===== config.mk =====
export PLATFORM = sky130hd
export DESIGN_NAME = delayed_position_report_queue
export DESIGN_NICKNAME = d
export VERILOG_FILES = /design/src/rtl/dprq_pkg.sv /design/src/rtl/dprq_pos_mem.sv /design/src/rtl/dprq_char_out.sv /design/src/rtl/delayed_position_report_queue.sv
export SDC_FILE = /design/constraint.sdc
export NUM_CORES = 2
export LEC_CHECK = 0
export BUFFER_PORTS_ARGS = -buffer_cell sky130_fd_sc_hd__clkbuf_2
export CAP_MARGIN = 20
export CORE_UTILIZATION = 58
export DETAILED_ROUTE_END_ITERATION = 6
export PLACE_DENSITY = 0.77
export SKIP_LAST_GASP = 1
export SLEW_MARGIN = 20
export SYNTH_ARGS = -nofsm -noshare
export SYNTH_HDL_FRONTEND = slang
export SYNTH_HIERARCHICAL = 1
export SYNTH_MEMORY_MAX_BITS = 65536
export SYNTH_SLANG_ARGS = --single-unit

===== constraint.sdc =====
create_clock -name clk -period 11.7 [get_ports clk]
set_clock_uncertainty 0.15 [all_clocks]
set_input_delay 2.34 -clock clk [delete_from_list [all_inputs] [get_ports clk]]
set_output_delay 2.34 -clock clk [all_outputs]
set_load 0.02 [all_outputs]

===== src/rtl/dprq_pkg.sv =====
package dprq_pkg;

    localparam int SLOT_COUNT_DEF = 10;
    localparam int SLOT_DEPTH_DEF = 5;

    localparam int TS_W  = 32;
    localparam int LAT_W = 25;
    localparam int LON_W = 26;
    localparam int CHAR_W = 7;
    localparam int TD_W  = 12;
    localparam int FOLD_W = 18;
    localparam int REC_W = TD_W + 2 * FOLD_W;
    localparam int DIGIT_W = 6;

    localparam logic [CHAR_W-1:0] CHAR_SLASH = 7'h2f;
    localparam logic [CHAR_W-1:0] CHAR_STAR  = 7'h2a;

    // character source for one output request
    localparam logic [1:0] SEL_SLASH = 2'd0;
    localparam logic [1:0] SEL_STAR  = 2'd1;
    localparam logic [1:0] SEL_DIGIT = 2'd2;

    typedef struct packed {
        logic [LON_W-1:0] lon;
        logic [LAT_W-1:0] lat;
        logic [TS_W-1:0]  ts;
    } pos_t;

    typedef struct packed {
        logic       load_rec;
        logic       emit;
        logic [1:0] sel;
        logic       last;
    } emit_ctrl_t;

    function automatic logic [CHAR_W-1:0] b64_char(input logic [DIGIT_W-1:0] v);
        logic [CHAR_W-1:0] c;
        case (v) inside
            [6'd0:6'd25]:  c = 7'h41 + CHAR_W'(v);
            [6'd26:6'd51]: c = 7'h61 + CHAR_W'(v - 6'd26);
            [6'd52:6'd61]: c = 7'h30 + CHAR_W'(v - 6'd52);
            6'd62:         c = 7'h2b;
            default:       c = 7'h2f;
        endcase
        return c;
    endfunction

endpackage


===== src/rtl/dprq_pos_mem.sv =====
module dprq_pos_mem
    import dprq_pkg::*;
#(
    parameter int DEPTH = SLOT_COUNT_DEF * SLOT_DEPTH_DEF,
    parameter int AW    = $clog2(SLOT_COUNT_DEF * SLOT_DEPTH_DEF)
)
(
    input  logic          clk,
    input  logic          we,
    input  logic [AW-1:0] waddr,
    input  pos_t          wdata,
    input  logic          re,
    input  logic [AW-1:0] raddr,
    output pos_t          rdata
);

    pos_t mem [DEPTH];

    always_ff @(posedge clk)
    begin
        if (we)
        begin
            mem[waddr] <= wdata;
        end
    end

    always_ff @(posedge clk)
    begin
        if (re)
        begin
            rdata <= mem[raddr];
        end
    end

endmodule


===== src/rtl/dprq_char_out.sv =====
module dprq_char_out
    import dprq_pkg::*;
(
    input  logic              clk,
    input  logic              rst_n,
    input  emit_ctrl_t        ctrl,
    input  logic [REC_W-1:0]  rec,
    input  logic              out_ready,
    output logic              free,
    output logic              out_valid,
    output logic [CHAR_W-1:0] out_char,
    output logic              out_last
);

    logic [REC_W-1:0]  rec_reg, rec_next;
    logic              valid_reg, valid_next;
    logic [CHAR_W-1:0] char_reg, char_next;
    logic              last_reg, last_next;

    assign free      = !valid_reg || out_ready;
    assign out_valid = valid_reg;
    assign out_char  = char_reg;
    assign out_last  = last_reg;

    always_comb
    begin
        rec_next   = rec_reg;
        valid_next = valid_reg && !out_ready;
        char_next  = char_reg;
        last_next  = last_reg;
        if (ctrl.load_rec)
        begin
            rec_next = rec;
        end
        if (ctrl.emit)
        begin
            valid_next = 1'b1;
            last_next  = ctrl.last;
            case (ctrl.sel)
                SEL_SLASH: char_next = CHAR_SLASH;
                SEL_STAR:  char_next = CHAR_STAR;
                default:
                begin
                    // take the top digit, shift the next one up
                    char_next = b64_char(rec_reg[REC_W-1 -: DIGIT_W]);
                    rec_next  = {rec_reg[REC_W-DIGIT_W-1:0], {DIGIT_W{1'b0}}};
                end
            endcase
        end
    end

    always_ff @(posedge clk or negedge rst_n)
    begin
        if (!rst_n)
        begin
            valid_reg <= 1'b0;
        end
        else
        begin
            valid_reg <= valid_next;
        end
    end

    always_ff @(posedge clk)
    begin
        rec_reg  <= rec_next;
        char_reg <= char_next;
        last_reg <= last_next;
    end

endmodule


===== src/rtl/delayed_position_report_queue.sv =====
// Channel  Dir  Signals                       Contents
// s_       in   s_tvalid s_tready s_tdata     queue or send request
//               s_tuser                       operation (0 queue, 1 send)
// m_       out  m_tvalid m_tready m_tdata     one report character
//               m_tlast                       final character of a send
//
// A queue request writes the position to the position memory and updates
// the slot count and write index. A send on an empty slot only advances the
// head slot. A send on a slot holding n records drains it: per record a
// memory read and delta capture, then eight characters at one a cycle
// through the output register while it is not stalled, plus two prefix
// characters before the first record. Output stalls stretch the drain.
// Reset clears the slot counts, write indices and head slot; the position
// memory is not cleared, entries are read only after being written.
module delayed_position_report_queue
    import dprq_pkg::*;
#(
    parameter int SLOT_COUNT = SLOT_COUNT_DEF,
    parameter int SLOT_DEPTH = SLOT_DEPTH_DEF
)
(
    input  logic        clk,
    input  logic        rst_n,
    input  logic        s_tvalid,
    output logic        s_tready,
    // delay[3:0], timestamp[35:4], latitude[60:36], longitude[86:61], zero[87]
    input  logic [87:0] s_tdata,
    // operation[0]
    input  logic        s_tuser,
    output logic        m_tvalid,
    input  logic        m_tready,
    // code_char[6:0], zero[7]
    output logic [7:0]  m_tdata,
    output logic        m_tlast
);

    localparam int SW    = $clog2(SLOT_COUNT);
    localparam int DW    = (SLOT_DEPTH > 1) ? $clog2(SLOT_DEPTH) : 1;
    localparam int CW    = $clog2(SLOT_DEPTH + 1);
    localparam int IW    = CW + 1;
    localparam int DEPTH = SLOT_COUNT * SLOT_DEPTH;
    localparam int AW    = (DEPTH > 1) ? $clog2(DEPTH) : 1;
    localparam int SUMW  = ((SW > 4) ? SW : 4) + 1;
    // worst case head + delay is SLOT_COUNT - 1 + 15
    localparam int MOD_STEPS = (SLOT_COUNT + 14) / SLOT_COUNT;

    localparam logic [2:0] ST_IDLE  = 3'd0;
    localparam logic [2:0] ST_LOAD  = 3'd1;
    localparam logic [2:0] ST_PFX1  = 3'd2;
    localparam logic [2:0] ST_PFX2  = 3'd3;
    localparam logic [2:0] ST_CHARS = 3'd4;

    logic [2:0]    state_reg, state_next;
    logic [SW-1:0] head_reg, head_next;
    logic [SW-1:0] slot_reg, slot_next;
    logic          first_reg, first_next;
    logic [2:0]    digit_reg, digit_next;
    pos_t          prev_reg, prev_next;
    logic [CW-1:0] cnt_reg  [SLOT_COUNT];
    logic [DW-1:0] widx_reg [SLOT_COUNT];

    // request fields
    logic          op;
    logic [3:0]    delay;
    pos_t          in_pos;
    logic          accept;

    assign op         = s_tuser;
    assign delay      = s_tdata[3:0];
    assign in_pos.ts  = s_tdata[35:4];
    assign in_pos.lat = s_tdata[60:36];
    assign in_pos.lon = s_tdata[86:61];
    assign s_tready   = (state_reg == ST_IDLE);
    assign accept     = s_tvalid && s_tready;

    // target slot of a queue request: (head + delay) mod SLOT_COUNT
    logic [SUMW-1:0] tgt_sum;
    logic [SW-1:0]   tgt_slot;
    logic [DW-1:0]   tgt_w;
    logic [DW-1:0]   tgt_w_inc;

    always_comb
    begin
        tgt_sum = SUMW'(head_reg) + SUMW'(delay);
        for (int i = 0; i < MOD_STEPS; i++)
        begin
            if (tgt_sum >= SUMW'(SLOT_COUNT))
            begin
                tgt_sum = tgt_sum - SUMW'(SLOT_COUNT);
            end
        end
        tgt_slot  = tgt_sum[SW-1:0];
        tgt_w     = widx_reg[tgt_slot];
        tgt_w_inc = (IW'(tgt_w) + IW'(1) == IW'(SLOT_DEPTH)) ? '0 : DW'(tgt_w + 1'b1);
    end

    // oldest entry of the slot being drained, given the remaining count
    logic [SW-1:0] rd_slot;
    logic [CW-1:0] rd_n;
    logic [IW-1:0] rd_w;
    logic [IW-1:0] rd_idx;
    logic [AW-1:0] rd_addr;
    logic [AW-1:0] wr_addr;

    always_comb
    begin
        if (state_reg == ST_IDLE)
        begin
            rd_slot = head_reg;
            rd_n    = cnt_reg[head_reg];
        end
        else
        begin
            rd_slot = slot_reg;
            rd_n    = cnt_reg[slot_reg] - 1'b1;
        end
        rd_w = IW'(widx_reg[rd_slot]);
        if (rd_w >= IW'(rd_n))
        begin
            rd_idx = rd_w - IW'(rd_n);
        end
        else
        begin
            rd_idx = rd_w + IW'(SLOT_DEPTH) - IW'(rd_n);
        end
        rd_addr = AW'(AW'(rd_slot) * SLOT_DEPTH + AW'(rd_idx));
        wr_addr = AW'(AW'(tgt_slot) * SLOT_DEPTH + AW'(tgt_w));
    end

    // position memory
    logic mem_we;
    logic mem_re;
    pos_t mem_rdata;

    dprq_pos_mem #(
        .DEPTH (DEPTH),
        .AW    (AW)
    ) u_mem (
        .clk   (clk),
        .we    (mem_we),
        .waddr (wr_addr),
        .wdata (in_pos),
        .re    (mem_re),
        .raddr (rd_addr),
        .rdata (mem_rdata)
    );

    // deltas of the record just read against the position of the send request
    logic [TD_W-1:0]   td;
    logic [LAT_W:0]    lat_d;
    logic [LON_W:0]    lon_d;
    logic [REC_W-1:0]  rec;

    always_comb
    begin
        td    = mem_rdata.ts[TD_W-1:0] - prev_reg.ts[TD_W-1:0];
        lat_d = {mem_rdata.lat[LAT_W-1], mem_rdata.lat} - {prev_reg.lat[LAT_W-1], prev_reg.lat};
        lon_d = {mem_rdata.lon[LON_W-1], mem_rdata.lon} - {prev_reg.lon[LON_W-1], prev_reg.lon};
        // fold: sign on top, low 17 bits of the two's complement below
        rec   = {td, lat_d[LAT_W], lat_d[16:0], lon_d[LON_W], lon_d[16:0]};
    end

    // output register
    emit_ctrl_t ctrl;
    logic       out_free;
    logic [CHAR_W-1:0] out_char;

    dprq_char_out u_out (
        .clk       (clk),
        .rst_n     (rst_n),
        .ctrl      (ctrl),
        .rec       (rec),
        .out_ready (m_tready),
        .free      (out_free),
        .out_valid (m_tvalid),
        .out_char  (out_char),
        .out_last  (m_tlast)
    );

    assign m_tdata = {1'b0, out_char};

    // control
    logic          cnt_we;
    logic [SW-1:0] cnt_slot;
    logic [CW-1:0] cnt_val;
    logic          widx_we;
    logic [SW-1:0] head_inc;
    logic          last_rec;

    always_comb
    begin
        state_next = state_reg;
        head_next  = head_reg;
        slot_next  = slot_reg;
        first_next = first_reg;
        digit_next = digit_reg;
        prev_next  = prev_reg;
        mem_we     = 1'b0;
        mem_re     = 1'b0;
        cnt_we     = 1'b0;
        cnt_slot   = tgt_slot;
        cnt_val    = cnt_reg[tgt_slot];
        widx_we    = 1'b0;
        ctrl       = '0;
        head_inc   = (head_reg == SW'(SLOT_COUNT - 1)) ? '0 : head_reg + 1'b1;
        last_rec   = (cnt_reg[slot_reg] == CW'(1));

        case (state_reg)
            ST_IDLE:
            begin
                if (accept)
                begin
                    if (!op)
                    begin
                        // store, overwrite oldest when full
                        mem_we  = 1'b1;
                        widx_we = 1'b1;
                        cnt_we  = 1'b1;
                        if (cnt_reg[tgt_slot] != CW'(SLOT_DEPTH))
                        begin
                            cnt_val = cnt_reg[tgt_slot] + 1'b1;
                        end
                    end
                    else if (cnt_reg[head_reg] == '0)
                    begin
                        head_next = head_inc;
                    end
                    else
                    begin
                        mem_re     = 1'b1;
                        slot_next  = head_reg;
                        prev_next  = in_pos;
                        first_next = 1'b1;
                        state_next = ST_LOAD;
                    end
                end
            end
            ST_LOAD:
            begin
                ctrl.load_rec = 1'b1;
                digit_next    = '0;
                state_next    = first_reg ? ST_PFX1 : ST_CHARS;
            end
            ST_PFX1:
            begin
                if (out_free)
                begin
                    ctrl.emit  = 1'b1;
                    ctrl.sel   = SEL_SLASH;
                    state_next = ST_PFX2;
                end
            end
            ST_PFX2:
            begin
                if (out_free)
                begin
                    ctrl.emit  = 1'b1;
                    ctrl.sel   = SEL_STAR;
                    first_next = 1'b0;
                    state_next = ST_CHARS;
                end
            end
            ST_CHARS:
            begin
                if (out_free)
                begin
                    ctrl.emit  = 1'b1;
                    ctrl.sel   = SEL_DIGIT;
                    ctrl.last  = (digit_reg == 3'd7) && last_rec;
                    digit_next = digit_reg + 1'b1;
                    if (digit_reg == 3'd7)
                    begin
                        // record done: drop it from the slot
                        cnt_we   = 1'b1;
                        cnt_slot = slot_reg;
                        cnt_val  = cnt_reg[slot_reg] - 1'b1;
                        if (last_rec)
                        begin
                            head_next  = (slot_reg == SW'(SLOT_COUNT - 1)) ? '0
                                                                          : slot_reg + 1'b1;
                            state_next = ST_IDLE;
                        end
                        else
                        begin
                            mem_re     = 1'b1;
                            state_next = ST_LOAD;
                        end
                    end
                end
            end
            default:
            begin
                state_next = ST_IDLE;
            end
        endcase
    end

    always_ff @(posedge clk or negedge rst_n)
    begin
        if (!rst_n)
        begin
            state_reg <= ST_IDLE;
            head_reg  <= '0;
            first_reg <= 1'b0;
            for (int i = 0; i < SLOT_COUNT; i++)
            begin
                cnt_reg[i]  <= '0;
                widx_reg[i] <= '0;
            end
        end
        else
        begin
            state_reg <= state_next;
            head_reg  <= head_next;
            first_reg <= first_next;
            if (cnt_we)
            begin
                cnt_reg[cnt_slot] <= cnt_val;
            end
            if (widx_we)
            begin
                widx_reg[tgt_slot] <= tgt_w_inc;
            end
        end
    end

    always_ff @(posedge clk)
    begin
        slot_reg  <= slot_next;
        digit_reg <= digit_next;
        prev_reg  <= prev_next;
    end

endmodule

==> results.toml <==
[outcome]
run_status = "finished, final reports clean"

[die]
num_io_pins = 104
design.die.area_sq_um = 238900
fp-row-count = 178
coreArea_sq_um = 235400
start_util = 0.5839
chipWidth_um = 488.8
chipHeight_um = 488.8

[clocking]
clock_transition_at_path_regs_ps = 60
clock_tree.buffer_depth = 4
clock-root-buffer = "sky130_fd_sc_hd__clkbuf_16"
number_of_cts_inserted_buffers = 350
clkLatencyLatePin_ps = 960
cts_tree = "done"
cts_htree_levels = 5
cts_setup_buffers = 0
cts_hold_repair.buffers = 0
cts_num_sinks = 3408
postCtsResizedCells = 0

[layout]
fin_nets = 7652
filler_cell_count = 14717
layout-area-overhead-vs-synth_pct = 12.05
finalInstanceArea_sq_um = 154000
register_area_sq_um = 101500
drive_above_1_share = 0.2189
multi_input_gate_area_in_the_final_layout_sq_um = 33250
largest_register_ff_count = 3150

[critical_path]
crit_path_buf_inv_count = 10
critical_path.max_fanout = 21
endpoint_of_the_most_critical_register_to_register_path = "u_mem/rdata[69]$_DFFE_PP_"
critical_path_data_required_time_ps = 12160
timing.critical_path.slowest_cell_delay_ps = 860
cp_data_arrival_time_ps = 10370
launching_element_of_the_worst_setup_path = "s_tdata[0]"
worst_path_max_delay_cell = "sky130_fd_sc_hd__nor2_4"
crit_path_start_kind = "input pin"
r2r_setup_slack_ps = 2370
regToRegStartpoint = "state_reg[1]$_DFFE_PN0P_"
family_with_the_most_delay_on_the_worst_path = "adder cells"
setup.worst_path.end_class = "flip-flop"
crit_type = "input pin to flip-flop"
rr_worst_depth = 23

[synth]
ys_warn_count = 6
synth_area_per_cell_sq_um = 19.02
netlist_instances = 7228
mappedNetlistNets = 7444
syn_area_sq_um = 137400

[timing]
grt_setup_unrepaired = "false"
final-setup-viol-count = 0
final.setup.worst_slack_ps = 1788
maxSlewViolCount = 0
final_period_minus_worst_setup_slack_ps = 9912
hold_violations = 0
layout_worst_path_cycle_share = 0.8472
holdWs_ps = 305.8
worst_pin_slew_ps = 1160
slew_headroom = 0.2251
clock.fmax_mhz = 100.9

[grt]
antenna_found_initial = 18
global_route.usage.total = 0.3023
gr-total-overflow = 0
grt_max_degree = 111
via_count_of_the_first_global_routing_pass = 72695
grt_pass1_wl_um = 514600

[detailed_routing]
drc = 0
detailed_router_s_first_iteration_violation_count = 10542
vias_per_cell = 6.796
detailedRoute.firstPassIterationCount = 7
routed_wl_um = 359100
route.vias.total = 73754
post_drt_wl_per_cell_um = 33.09
postRouteAntennaNets = 0

[flow_run]
cap_viol_max_count = 0

[worst_hold_path]
hold_start = "u_out/rec_reg[8]$_DFF_P_"
worst_hold_path.endpoint = "u_out/rec_reg[14]$_DFF_P_"
min_delay_path_depth = 2
timing.hold.worst.class = "flip-flop to flip-flop"

[placement]
dp_slack_ps = 1044
postPlaceCellArea_sq_um = 143000
final_hpwl_from_detailed_placement_um = 204800
port_buffers = 81
routabilityCongestion = 0.9110
-- cell usage in the layout, fill, tap and decap left out, types with 44 or more instances in the layout --
master,instances
sky130_fd_sc_hd__a21oi_1,138
sky130_fd_sc_hd__buf_12,106
sky130_fd_sc_hd__buf_4,152
sky130_fd_sc_hd__clkbuf_1,68
sky130_fd_sc_hd__clkbuf_16,354
sky130_fd_sc_hd__clkbuf_2,60
sky130_fd_sc_hd__clkinv_1,86
sky130_fd_sc_hd__clkinv_2,44
sky130_fd_sc_hd__dfrtp_1,69
sky130_fd_sc_hd__dfxtp_1,48
sky130_fd_sc_hd__edfxtp_1,3291
sky130_fd_sc_hd__ha_1,111
sky130_fd_sc_hd__inv_1,132
sky130_fd_sc_hd__mux2_2,213
sky130_fd_sc_hd__mux2i_1,588
sky130_fd_sc_hd__mux4_2,559
sky130_fd_sc_hd__nand2_1,220
sky130_fd_sc_hd__nor2_1,182
sky130_fd_sc_hd__nor2_4,48
sky130_fd_sc_hd__nor2b_1,60
sky130_fd_sc_hd__nor3_1,54
sky130_fd_sc_hd__o21ai_0,215
sky130_fd_sc_hd__o22ai_1,86
-- stage by stage --
stage               cells  utilization  setup TNS, ps
floorplan            7228            -        -105390
global placement    10230       0.6069              0
detailed placement  10234       0.6074              0
CTS                 10847       0.6541              0
global route        10848       0.6542              0
finish              10853       0.6542              0
-- layer usage --
layer,wire (um),track usage,share of wire
met2,168100,0.4692,0.47
met5,93,0,0.00026
met1,130700,0.4233,0.36
met4,15180,0.1160,0.042
met3,45070,0.06609,0.13
-- worst register-to-register path: cells and delay by family (launching register included) --
kind	cells	cell delay, ps
fa+ha+maj	6	2520
compound gates	6	2090
buf+inv	4	1520
simple gates	6	1500
mux	1	760
flops	1	520
-- worst max-delay path by stage --
stage,depth (start not counted),to
floorplan,30,u_mem/mem[0][0]$_DFFE_PP_
global placement,36,u_mem/mem[13][64]$_DFFE_PP_
detailed placement,36,u_mem/mem[8][53]$_DFFE_PP_
CTS,36,u_mem/mem[8][38]$_DFFE_PP_
global route,33,u_mem/mem[8][38]$_DFFE_PP_
finish,34,u_mem/mem[8][64]$_DFFE_PP_
-- final cells by class --
type / count / share of cell area
Inverter: 137 / 0.003355
Sequential cell: 3408 / 0.6591
Antenna cell: 6 / 0.00009749
Timing Repair Buffer: 343 / 0.02454
Multi-Input combinational cell: 3196 / 0.2159
Clock buffer: 422 / 0.05918
Tap cell: 3150 / 0.02559
Clock inverter: 191 / 0.01224
Power is not shown: default switching activity piles up to over one toggle a cycle in this logic, so the estimate is an artifact.
